<file path="src/sv/hex_axial_world_convert_assert.svh">
// Assertion macros shared by the hex/world converter.
`ifndef HEX_AXIAL_WORLD_CONVERT_ASSERT_SVH
`define HEX_AXIAL_WORLD_CONVERT_ASSERT_SVH

// Same-cycle implication, disabled while reset is asserted.
`define HAWC_ASSERT_IMP(label, clk, rst_n, ante, cons) \
	label: assert property (@(posedge clk) disable iff (!rst_n) (ante) |-> (cons)) \
		else $error("hex_axial_world_convert: same-cycle check failed");

// Next-cycle implication, disabled while reset is asserted.
`define HAWC_ASSERT_NEXT(label, clk, rst_n, ante, cons) \
	label: assert property (@(posedge clk) disable iff (!rst_n) (ante) |=> (cons)) \
		else $error("hex_axial_world_convert: next-cycle check failed");

`endif

</file>
<file path="src/sv/hawc_pkg.sv">
package hawc_pkg;

	// Default width of the axial coordinates.
	localparam int HAWC_HEX_COORD_BITS = 16;
	// Fraction bits of the world format; the fractional axial values carry 28 more.
	localparam int HAWC_WORLD_FRAC_BITS = 16;
	localparam int HAWC_HEX_FB = HAWC_WORLD_FRAC_BITS + 28;
	// Integer bits left in a 64-bit fractional axial value.
	localparam int HAWC_HEX_INT_W = 64 - HAWC_HEX_FB;

	// Number of pipeline stages, the last being the output register.
	localparam int HAWC_STAGES = 7;

	// Layout constants in Q2.30, rounded to nearest.
	localparam logic [31:0] C_SQRT3_HALF = 32'd929887697;
	localparam logic [31:0] C_THREE_HALF = 32'd1610612736;
	localparam logic [31:0] C_SQRT3_THIRD = 32'd619925131;
	localparam logic [31:0] C_TWO_THIRD = 32'd715827883;
	localparam logic [31:0] C_ONE_THIRD = 32'd357913941;

	// Register indexes of the configuration port.
	localparam logic [1:0] CFG_ORIENTATION = 2'd0;
	localparam logic [1:0] CFG_HEX_SIZE = 2'd1;
	localparam logic [1:0] CFG_INV_HEX_SIZE = 2'd2;

	// Register reset values.
	localparam logic HAWC_ORIENT_RST = 1'b0;
	localparam logic [31:0] HAWC_HEX_SIZE_RST = 32'd65536;
	localparam logic [31:0] HAWC_INV_SIZE_RST = 32'd1073741824;

	// Layout and conversion codes.
	localparam logic ORIENT_POINTY = 1'b0;
	localparam logic ORIENT_FLAT = 1'b1;
	localparam logic MODE_HEX_TO_WORLD = 1'b0;
	localparam logic MODE_WORLD_TO_HEX = 1'b1;

	// Stage load enables and stage valid bits of the pipeline.
	typedef struct packed {
		logic [HAWC_STAGES-1:0] en;
		logic [HAWC_STAGES-1:0] vld;
	} hawc_pipe_t;

endpackage

</file>
<file path="src/sv/hawc_ctrl.sv">
module hawc_ctrl import hawc_pkg::*; (
	input  logic       clk,
	input  logic       arst_n,
	input  logic       in_valid,
	input  logic       in_mode,
	output logic       in_ready,
	input  logic       out_ready,
	output logic       out_mode,
	output hawc_pipe_t pipe
);

	logic [HAWC_STAGES-1:0] vld_s;
	logic [HAWC_STAGES-1:0] mode_s;
	logic [HAWC_STAGES-1:0] en;

	// A stage can load when it is empty or when the stage after it loads too.
	always_comb begin
		en[HAWC_STAGES-1] = !vld_s[HAWC_STAGES-1] || out_ready;
		for (int k = HAWC_STAGES - 2; k >= 0; k--) begin
			en[k] = !vld_s[k] || en[k+1];
		end
	end

	always_ff @(posedge clk or negedge arst_n) begin
		if (!arst_n) begin
			vld_s <= '0;
		end else begin
			if (en[0]) begin
				vld_s[0] <= in_valid;
			end
			for (int k = 1; k < HAWC_STAGES; k++) begin
				if (en[k]) begin
					vld_s[k] <= vld_s[k-1];
				end
			end
		end
	end

	always_ff @(posedge clk) begin
		if (en[0]) begin
			mode_s[0] <= in_mode;
		end
		for (int k = 1; k < HAWC_STAGES; k++) begin
			if (en[k]) begin
				mode_s[k] <= mode_s[k-1];
			end
		end
	end

	assign in_ready = en[0];
	assign out_mode = mode_s[HAWC_STAGES-1];
	assign pipe.en = en;
	assign pipe.vld = vld_s;

endmodule

</file>
<file path="config.mk">
export PLATFORM = sky130hd
export DESIGN_NAME = hawc_ctrl
export DESIGN_NICKNAME = d
export VERILOG_FILES = /design/src/sv/hex_axial_world_convert_assert.svh /design/src/sv/hawc_pkg.sv /design/src/sv/hawc_ctrl.sv
export SDC_FILE = /design/constraint.sdc
export NUM_CORES = 1
export LEC_CHECK = 0
export BUFFER_PORTS_ARGS = -buffer_cell sky130_fd_sc_hd__buf_2
export CAP_MARGIN = 15
export CORE_AREA = 2 2 39 41
export DETAILED_ROUTE_END_ITERATION = 6
export DIE_AREA = 0 0 41 43
export GPL_TIMING_DRIVEN = 1
export PLACE_DENSITY_LB_ADDON = 0.25
export SLEW_MARGIN = 30
export SYNTH_ARGS = -nofsm -noshare
export SYNTH_HDL_FRONTEND = slang
export SYNTH_SLANG_ARGS = --single-unit
</file>
<file path="constraint.sdc">
create_clock -name clk -period 1.27 [get_ports clk]
set_clock_uncertainty 0.05 [all_clocks]
set_input_delay 0.0635 -clock clk [delete_from_list [all_inputs] [get_ports clk]]
set_output_delay 0.0635 -clock clk [all_outputs]
set_load 0.05 [all_outputs]
</file>
==> results.yml, run 1 <==
status:
  status: "finished with violations"
  violations: "setup timing"
critical_path:
  cp.arrival_ps: 1250
  critical_path_class: "register to output pin"
  worstSetupEndpoint: "pipe[12]"
  cpLargestDelayFamily: "flip-flops"
  crit_start: "vld_s[5]"
  crit_chain: "and3b_2 -> clkinvlp_4 -> buf_6"
  worst_r2r_path_depth: 4
  cp.buffers_inverters: 2
  reg2reg_slack_ps: -80
  cp_num_cells: 3
  worst_path_max_delay_cell: "dfrtp_2"
  required_ps: 1160
  rr_startpoint: "vld_s[5]"
  cp-start-kind: "register"
  r2r-end: "mode_s[5]"
  cpPeakStageDelay_ps: 390
  critical_path.max_fanout: 5
  cp-end-kind: "output pin"
synthesis:
  synth_seq_cells: 14
  synth_top_area_cell: "edfxtp_1"
  async_flop_share_pct: 50.0
  yosys_warnings: 0
  syn_area_sq_um: 518
  yosysSeqAreaShare_pct: 74.4
  synth_fp_nets: 38
  synth_common_cells: "dfrtp_1 (7), edfxtp_1 (7), nand2b_1 (3), nand3_1 (3)"
  ys_dominant_reg_cell: "edfxtp_1"
  synth_enable_flop_cells: 7
  avgSynthCellArea_sq_um: 15.7
  yosys-top-cells-area: "edfxtp_1 (41%), dfrtp_1 (34%), nand2b_1 (3.6%), a21o_2 (3.4%), a31o_1 (3.4%)"
  syn_inst: 33
  synth.distinct_cells: 14
  synth_top_area_share_pct: 40.6
routing:
  num_vias: 404
  wl_microns: 1130
  drcViolationCount: 0
  drtIter0Drc: 5
  viasPerCell: 4.64
  dr.pass1.iters: 4
  drtAntennaViolNets: 0
  routedWlPerCell_microns: 12.9
place:
  port_buffers: 20
  gp_congestion: 0.725
  dp_worst_setup_slack_ps: 14.8
  dp_hpwl_microns: 749
floorplan:
  die-area_sq_um: 1760
  die_w_microns: 41
  core-area_sq_um: 1380
  initial_core_util_pct: 37.4
  rows: 14
  num_io_pins: 21
  die_h_microns: 43
timing:
  layout_worst_path_cycle_share_pct: 108
  finalSetupTns_ps: -598
  rsz0062_at_grt: "yes"
  drv_slew: 0
  worst_slew_pin_slew_ps: 252
  max_slew_margin_pct: 83.3
  finalWorstSetupSlack_ps: -96.6
  finalHoldViolations: 0
  period_minus_slack_ps: 1370
  setup_viol: 8
  fmax_mhz: 732
global_routing:
  grt_pass1_wl_microns: 1770
  grtUsageTotal_pct: 15.3
  grt-ovfl-total: 0
  grt_pass1_vias: 406
  antenna_found_initial: 0
  grt_max_degree: 9
pwr:
  power.density_nw_per_um2: 1730
  leakage_nw: 0.392
  vdd_drop_max_uv: 902
layout:
  drive_gt1_share_pct: 78.9
  fin_util_pct: 66.7
  nFillCells: 105
  syn2layout_area_growth_pct: 78.3
  nets: 77
  diodes: 0
clock_network:
  clock-sinks: 14
  cts_buffers: 3
  clk_pin_slew_ps: 80
  htree_levels: 1
  cts-root-buf: "clkbuf_4"
  clk_latency_ps: 280
  tritoncts: "done"
  cts_buffer_depth: 2
job:
  cap_violations: 0
min_path:
  hp-class: "input pin to async pin"
-- worst reg2reg max path, stage by stage (launching register included) --
cell,delay (ps)
dfrtp_2,390
and3b_2,300
clkinvlp_4,130
buf_4,130
buf_4,120
-- worst min path at each step --
stage / cells past startpoint / to
after detailed placement: 1 / vld_s[0]
after floorplan: 0 / vld_s[0]
after global placement: 1 / vld_s[0]
after global routing: 2 / vld_s[5]
after CTS: 3 / vld_s[6]
final: 2 / vld_s[5]
-- metrics by stage --
| step | total power [mW] | cells | hold slack, ps | area, sq um |
|---|---|---|---|---|
| final | 1.60 | 87 | 86.4 | 923 |
| after detailed placement | 1.15 | 72 | -144 | 719 |
| after floorplan | 1.02 | 33 | -282 | 581 |
| after CTS | 1.59 | 85 | 67.5 | 905 |
| after global placement | 1.15 | 72 | -145 | 719 |
| after global routing | 1.67 | 87 | 86.2 | 923 |
-- state kept, by name (all words and copies together), names as in the netlist --
register and flops:
vld_s 7, mode_s 7
-- repair_timing --
item                                    in CTS  in global routing
hold buffers                                 3                  0
endpoints found under the setup margin       8                  8
gates resized for setup                     24                  1
setup buffers                                6                  2
pin swaps                                    5                  2
endpoints found under the hold margin        9                  0
-- layout by cell type, fill, tap and decap left out, drive strengths merged --
master       netlist  routed
edfxtp             7       7
nand3              3       3
buf                2      33
and3b              1       1
a31o               3       3
and4b              1       1
dfrtp              7       7
nand2b             3       3
and3               1       1
a21o               2       2
dlygate4sd3        0       3
clkbuf             0       4
clkinvlp           0       1
nand2              2       2
-- power by group --
part | internal [mW] | switching, mW | total [mW]
Sequential | 0.572 | 0.0361 | 0.608
Combinational | 0.257 | 0.419 | 0.676
Clock | 0.174 | 0.140 | 0.315
Total | 1.00 | 0.596 | 1.60
-- logic make-up after synthesis --
logic type / count (synthesis) / share of synthesized area (%)
AOI/OAI and AO/OA: 5 / 8.46
and+or+nand+nor: 11 / 12.8
DFF: 14 / 74.4
buffers and inverters: 3 / 4.35
-- routing by layer --
metal	share of wire [%]	global-route usage (%)	vias to the layer above	wire (microns)
met3	5.7	9.42	0	64
met5	0	0	-	0
met1	41	17.8	200	466
met2	53	23.8	9	595
li1	-	-	195	-
met4	0	2.00	0	0
-- area by class of cell --
cell class	instances	area [sq um]	share of cell area, %
inverter	1	7.51	0.813
multi-input combinational	16	170	18.4
sequential	14	393	42.5
clock buffer	4	36.3	3.93
timing repair buffer	36	297	32.1
tap	16	20.0	2.17
(Power assumes the default switching activity.)
==> run 2: changes to the inputs <==
--- a/config.mk
+++ b/config.mk
@@ -6,10 +6,10 @@
 export NUM_CORES = 1
 export LEC_CHECK = 0
 export BUFFER_PORTS_ARGS = -buffer_cell sky130_fd_sc_hd__buf_2
-export CAP_MARGIN = 15
-export CORE_AREA = 2 2 39 41
+export CAP_MARGIN = 20
+export CORE_AREA = 4 4 41 43
 export DETAILED_ROUTE_END_ITERATION = 6
-export DIE_AREA = 0 0 41 43
+export DIE_AREA = 0 0 45 47
 export GPL_TIMING_DRIVEN = 1
 export PLACE_DENSITY_LB_ADDON = 0.25
 export SLEW_MARGIN = 30
==> constraint.sdc (replaced) <==
create_clock -name clk -period 1.6 [get_ports clk]
set_clock_uncertainty 0.05 [all_clocks]
set_input_delay 0.08 -clock clk [delete_from_list [all_inputs] [get_ports clk]]
set_output_delay 0.08 -clock clk [all_outputs]
set_load 0.05 [all_outputs]
==> results.yml, run 2 (same netlist as run 1, synthesis figures left out) <==
status:
  status: "finished, final reports clean"
routing:
  drtIter0Drc: 10
  wl_microns: 1020
  num_vias: 361
  drcViolationCount: 0
  dr.pass1.iters: 3
  routedWlPerCell_microns: 14.0
  viasPerCell: 4.95
  drtAntennaViolNets: 0
critical_path:
  cp-start-kind: "register"
  rr_startpoint: "vld_s[3]"
  cp-end-kind: "output pin"
  cp.arrival_ps: 1400
  critical_path_class: "register to output pin"
  reg2reg_slack_ps: 420
  r2r-end: "mode_s[0]"
  required_ps: 1470
  worst_r2r_path_depth: 2
  critical_path.max_fanout: 6
place:
  dp_hpwl_microns: 821
  place_area_sq_um: 643
  port_buffers: 20
  dp_worst_setup_slack_ps: 338
  gp_congestion: 0.781
layout:
  syn2layout_area_growth_pct: 35.7
  top_regs: "mode_s (7), vld_s (7)"
  regArea_sq_um: 393
  drive_gt1_share_pct: 63.8
  mostFrequentLayoutCells: "buf_2 (19), edfxtp_1 (7), dfrtp_2 (6), clkbuf_4 (4)"
  diodes: 0
  multi_input_area_sq_um: 129
  final_common_cell: "buf_2"
  final_cell_area_sq_um: 703
  fin_util_pct: 54.0
  nets: 64
  nFillCells: 127
global_routing:
  grt_max_degree: 9
  grt_pass1_wl_microns: 1570
  antenna_found_initial: 0
  grt_pass1_vias: 346
  grt-ovfl-total: 0
  grtUsageTotal_pct: 11.2
clock_network:
  clock-sinks: 14
  htree_levels: 1
  tritoncts: "done"
  postCtsSetupBuffers: 0
  cts-root-buf: "clkbuf_4"
  cts_buffers: 3
  clk_latency_ps: 280
  cts_buffer_depth: 2
  clk_pin_slew_ps: 80
timing:
  max_slew_margin_pct: 83.0
  drv_slew: 0
  layout_worst_path_cycle_share_pct: 95.5
  fmax_mhz: 655
  worst_slew_pin_slew_ps: 257
  rsz0062_at_grt: "yes"
  period_minus_slack_ps: 1530
  setup_viol: 0
  finalWorstSetupSlack_ps: 72.6
  finalHoldViolations: 0
pwr:
  p_total_mw: 1.06
  leakage_nw: 0.290
  vdd_drop_max_uv: 750
  power.density_nw_per_um2: 1510
min_path:
  hp-class: "input pin to async pin"
floorplan:
  num_io_pins: 21
  die_h_microns: 47
  core-area_sq_um: 1300
  rows: 13
  die-area_sq_um: 2120
  initial_core_util_pct: 39.8
  die_w_microns: 45
job:
  cap_violations: 0
-- run 2: cell count changes in the layout (fill, tap and decap cells not counted), moves of 3 or more --
cell and delta:
nand3_2 +3, buf_8 -5, buf_4 -13, buf_6 -3
buf_2 +7, nand3_4 -3
-- run 2: how the worst max path moves through the flow --
stage,startpoint,to
floorplan,vld_s[4],pipe[7]
global placement,vld_s[4],in_ready
detailed placement,vld_s[4],pipe[7]
CTS,vld_s[4],pipe[7]
global route,vld_s[3],in_ready
finish,vld_s[3],pipe[7]
-- run 2: metal layers --
layer	share of wire (%)	wire, microns	vias up	GRT usage (%)
met1	42	428	181	12.0
met2	53	542	8	18.4
met4	1.5	15	0	7.02
met5	0	0	-	0
met3	3.3	34	2	4.60
li1	-	-	170	-
-- run 2: metrics by stage --
stage                     cells  hold WS [ps]  TNS [ps]
after floorplan              33          -266     -36.7
after global placement       66          -131         0
after detailed placement     66          -133         0
after CTS                    73          83.8         0
after global routing         73          79.8     -42.9
final                        73          88.3         0
-- run 2: cell type report --
class,instances,area share (%)
Tap cell,15,2.67
Sequential cell,14,55.9
Clock buffer,4,3.74
Multi-Input combinational cell,16,18.3
Timing Repair Buffer,23,18.9
Inverter,1,0.534
-- run 2: power breakdown --
group	total, mW	internal [mW]	leakage, nW	switching [mW]
combinational	0.355	0.0843	0.134	0.270
clock	0.206	0.0968	0.0150	0.109
sequential	0.499	0.455	0.141	0.0446
total	1.06	0.636	0.290	0.424
-- run 2: repair_timing --
action / CTS / global route
setup endpoints to repair: 0 / 4
hold endpoints to repair: 9 / 0
hold buffers: 3 / 0
gates resized for setup: 0 / 2
-- run 2: critical path: stages (launching register included) --
cell,delay [ps]
dfrtp_2,440
and4b_2,310
nand3_2,100
buf_2,270
==> run 3: changes to the inputs <==
--- a/config.mk
+++ b/config.mk
@@ -7,9 +7,11 @@
 export LEC_CHECK = 0
 export BUFFER_PORTS_ARGS = -buffer_cell sky130_fd_sc_hd__buf_2
 export CAP_MARGIN = 20
-export CORE_AREA = 4 4 41 43
+export CELL_PAD_IN_SITES_DETAIL_PLACEMENT = 1
+export CELL_PAD_IN_SITES_GLOBAL_PLACEMENT = 2
+export CORE_MARGIN = 2
+export CORE_UTILIZATION = 31
 export DETAILED_ROUTE_END_ITERATION = 6
-export DIE_AREA = 0 0 45 47
 export GPL_TIMING_DRIVEN = 1
 export PLACE_DENSITY_LB_ADDON = 0.25
 export SLEW_MARGIN = 30
==> constraint.sdc (replaced) <==
create_clock -name clk -period 1.6 [get_ports clk]
set_clock_uncertainty 0.05 [all_clocks]
set_input_delay 0.32 -clock clk [delete_from_list [all_inputs] [get_ports clk]]
set_output_delay 0.32 -clock clk [all_outputs]
set_load 0.05 [all_outputs]
==> results.yml, run 3 (same netlist as run 1, synthesis figures left out) <==
global_routing:
  grt_max_degree: 9
  grt_pass1_vias: 391
  grtUsageTotal_pct: 14.9
  antenna_found_initial: 0
  grt-ovfl-total: 0
  grt_pass1_wl_microns: 1970
pwr:
  seq_power_share_pct: 39.3
  p_total_mw: 1.24
  p_sw_share_pct: 37.4
  leakage_nw: 0.373
  power.density_nw_per_um2: 1420
  p_switching_mw: 0.465
  comb_power_share_pct: 40.7
  internal_power_mw: 0.778
  vdd_drop_max_uv: 565
  clockPowerShare_pct: 20.1
timing:
  max_slew_margin_pct: 82.3
  worst_slew_pin_slew_ps: 267
  drv_slew: 0
  finalHoldViolations: 0
  setup_viol: 3
  timing.hold.ws_ps: 158
  finalWorstSetupSlack_ps: -25.5
  fmax_mhz: 615
  period_minus_slack_ps: 1630
  layout_worst_path_cycle_share_pct: 102
  rsz0062_at_grt: "yes"
clock_network:
  clk_latency_ps: 280
  clock-sinks: 14
  cts_buffer_depth: 2
  htree_levels: 1
  cts_buffers: 3
  clk_pin_slew_ps: 80
  tritoncts: "done"
  cts-root-buf: "clkbuf_4"
status:
  status: "finished with violations"
  violations: "setup timing"
critical_path:
  cp.arrival_ps: 1260
  critical_path_class: "register to output pin"
  cp-start-kind: "register"
  rr_startpoint: "vld_s[3]"
  crit_start: "vld_s[3]"
  required_ps: 1230
  reg2reg_slack_ps: 260
  critical_path.max_fanout: 4
  cp-end-kind: "output pin"
routing:
  routedWlPerCell_microns: 14.6
  viasPerCell: 4.79
  num_vias: 402
  drtAntennaViolNets: 0
  dr.pass1.iters: 2
  wl_microns: 1230
  drtIter0Drc: 4
  drcViolationCount: 0
layout:
  top_regs: "mode_s (7), vld_s (7)"
  drive_gt1_share_pct: 79.4
  final_common_cell: "buf_4"
  diodes: 0
  syn2layout_area_growth_pct: 68.8
  nets: 74
  fin_cells: 84
  mostFrequentLayoutCells: "buf_4 (13), buf_2 (12), edfxtp_1 (7), buf_8 (6), dfrtp_2 (6)"
min_path:
  hp-class: "input pin to register"
  hp-start: "in_mode"
floorplan:
  die-area_sq_um: 2010
  core-area_sq_um: 1540
  initial_core_util_pct: 33.6
  die_w_microns: 44.9
  num_io_pins: 21
  rows: 14
  die_h_microns: 44.9
place:
  gp_congestion: 0.718
  placedCellCount: 68
  dp_hpwl_microns: 793
  port_buffers: 20
job:
  cap_violations: 0
==> run 3: cell types whose count changed in the layout (fill, tap and decap cells not counted), moves of 2 or more <==
cell / delta
buf_8: +6
buf_4: +13
buf_2: -7
nand3_2: -2
dlygate4sd3_1: -2
nand3_4: +2
==> run 3: cell type report <==
type | instances | area, sq um
Multi-Input combinational cell | 16 | 153
Timing Repair Buffer | 33 | 269
Fill cell | 160 | 667
Clock buffer | 4 | 36.3
Sequential cell | 14 | 393
Tap cell | 16 | 20.0
Inverter | 1 | 3.75
==> run 3: power groups by stage <==
stage                     clock, mW  sequential, mW  combinational (mW)
after floorplan                   0           0.605               0.174
after global placement            0           0.504               0.351
after detailed placement          0           0.504               0.355
after CTS                     0.260           0.488               0.475
after global routing          0.283           0.496               0.529
final                         0.249           0.488               0.505
==> run 3: final timing paths <==
kind	endpoint	cells after the start
hold / removal	mode_s[0]	1
setup reg to reg	mode_s[0]	4
hold reg to reg	mode_s[2]	0
setup / recovery	in_ready	3
min in group asynchronous	vld_s[0]	2
max in group asynchronous	vld_s[6]	2
==> run 3: routing by layer <==
layer  global-route usage [%]  vias to the layer above  wire [microns]
li1                         -                      190               -
met1                     17.1                      201             545
met2                     22.6                        9             612
met3                     8.40                        2              59
met4                     7.06                        0              11
met5                        0                        -               0
==> run 3: metrics by stage <==
| stage | worst slack, ps | instance area (sq um) | utilization (%) | setup TNS, ps |
|---|---|---|---|---|
| 2_1_floorplan | -132 | 543 | - | -336 |
| 3_3_place_gp | 101 | 652 | 42.3 | 0 |
| 3_5_place_dp | 98.5 | 652 | 42.3 | 0 |
| 4_1_cts | -42.8 | 835 | 54.1 | -148 |
| 5_1_grt | -94.4 | 875 | 56.7 | -603 |
| 6_report | -25.5 | 875 | 56.7 | -73.7 |
==> run 3: worst max-delay path, cell delays in order, from the launching register on <==
cell,delay [ps]
dfrtp_2,410
and4b_2,290
nand3_4,120
buf_8,150
==> run 3: timing repair <==
item,4_1_cts,5_1_grt
gates resized for setup,28,3
setup buffers,7,4
hold buffers,1,0
pin swaps,3,2
endpoints found under the setup margin,7,7
endpoints found under the hold margin,7,0
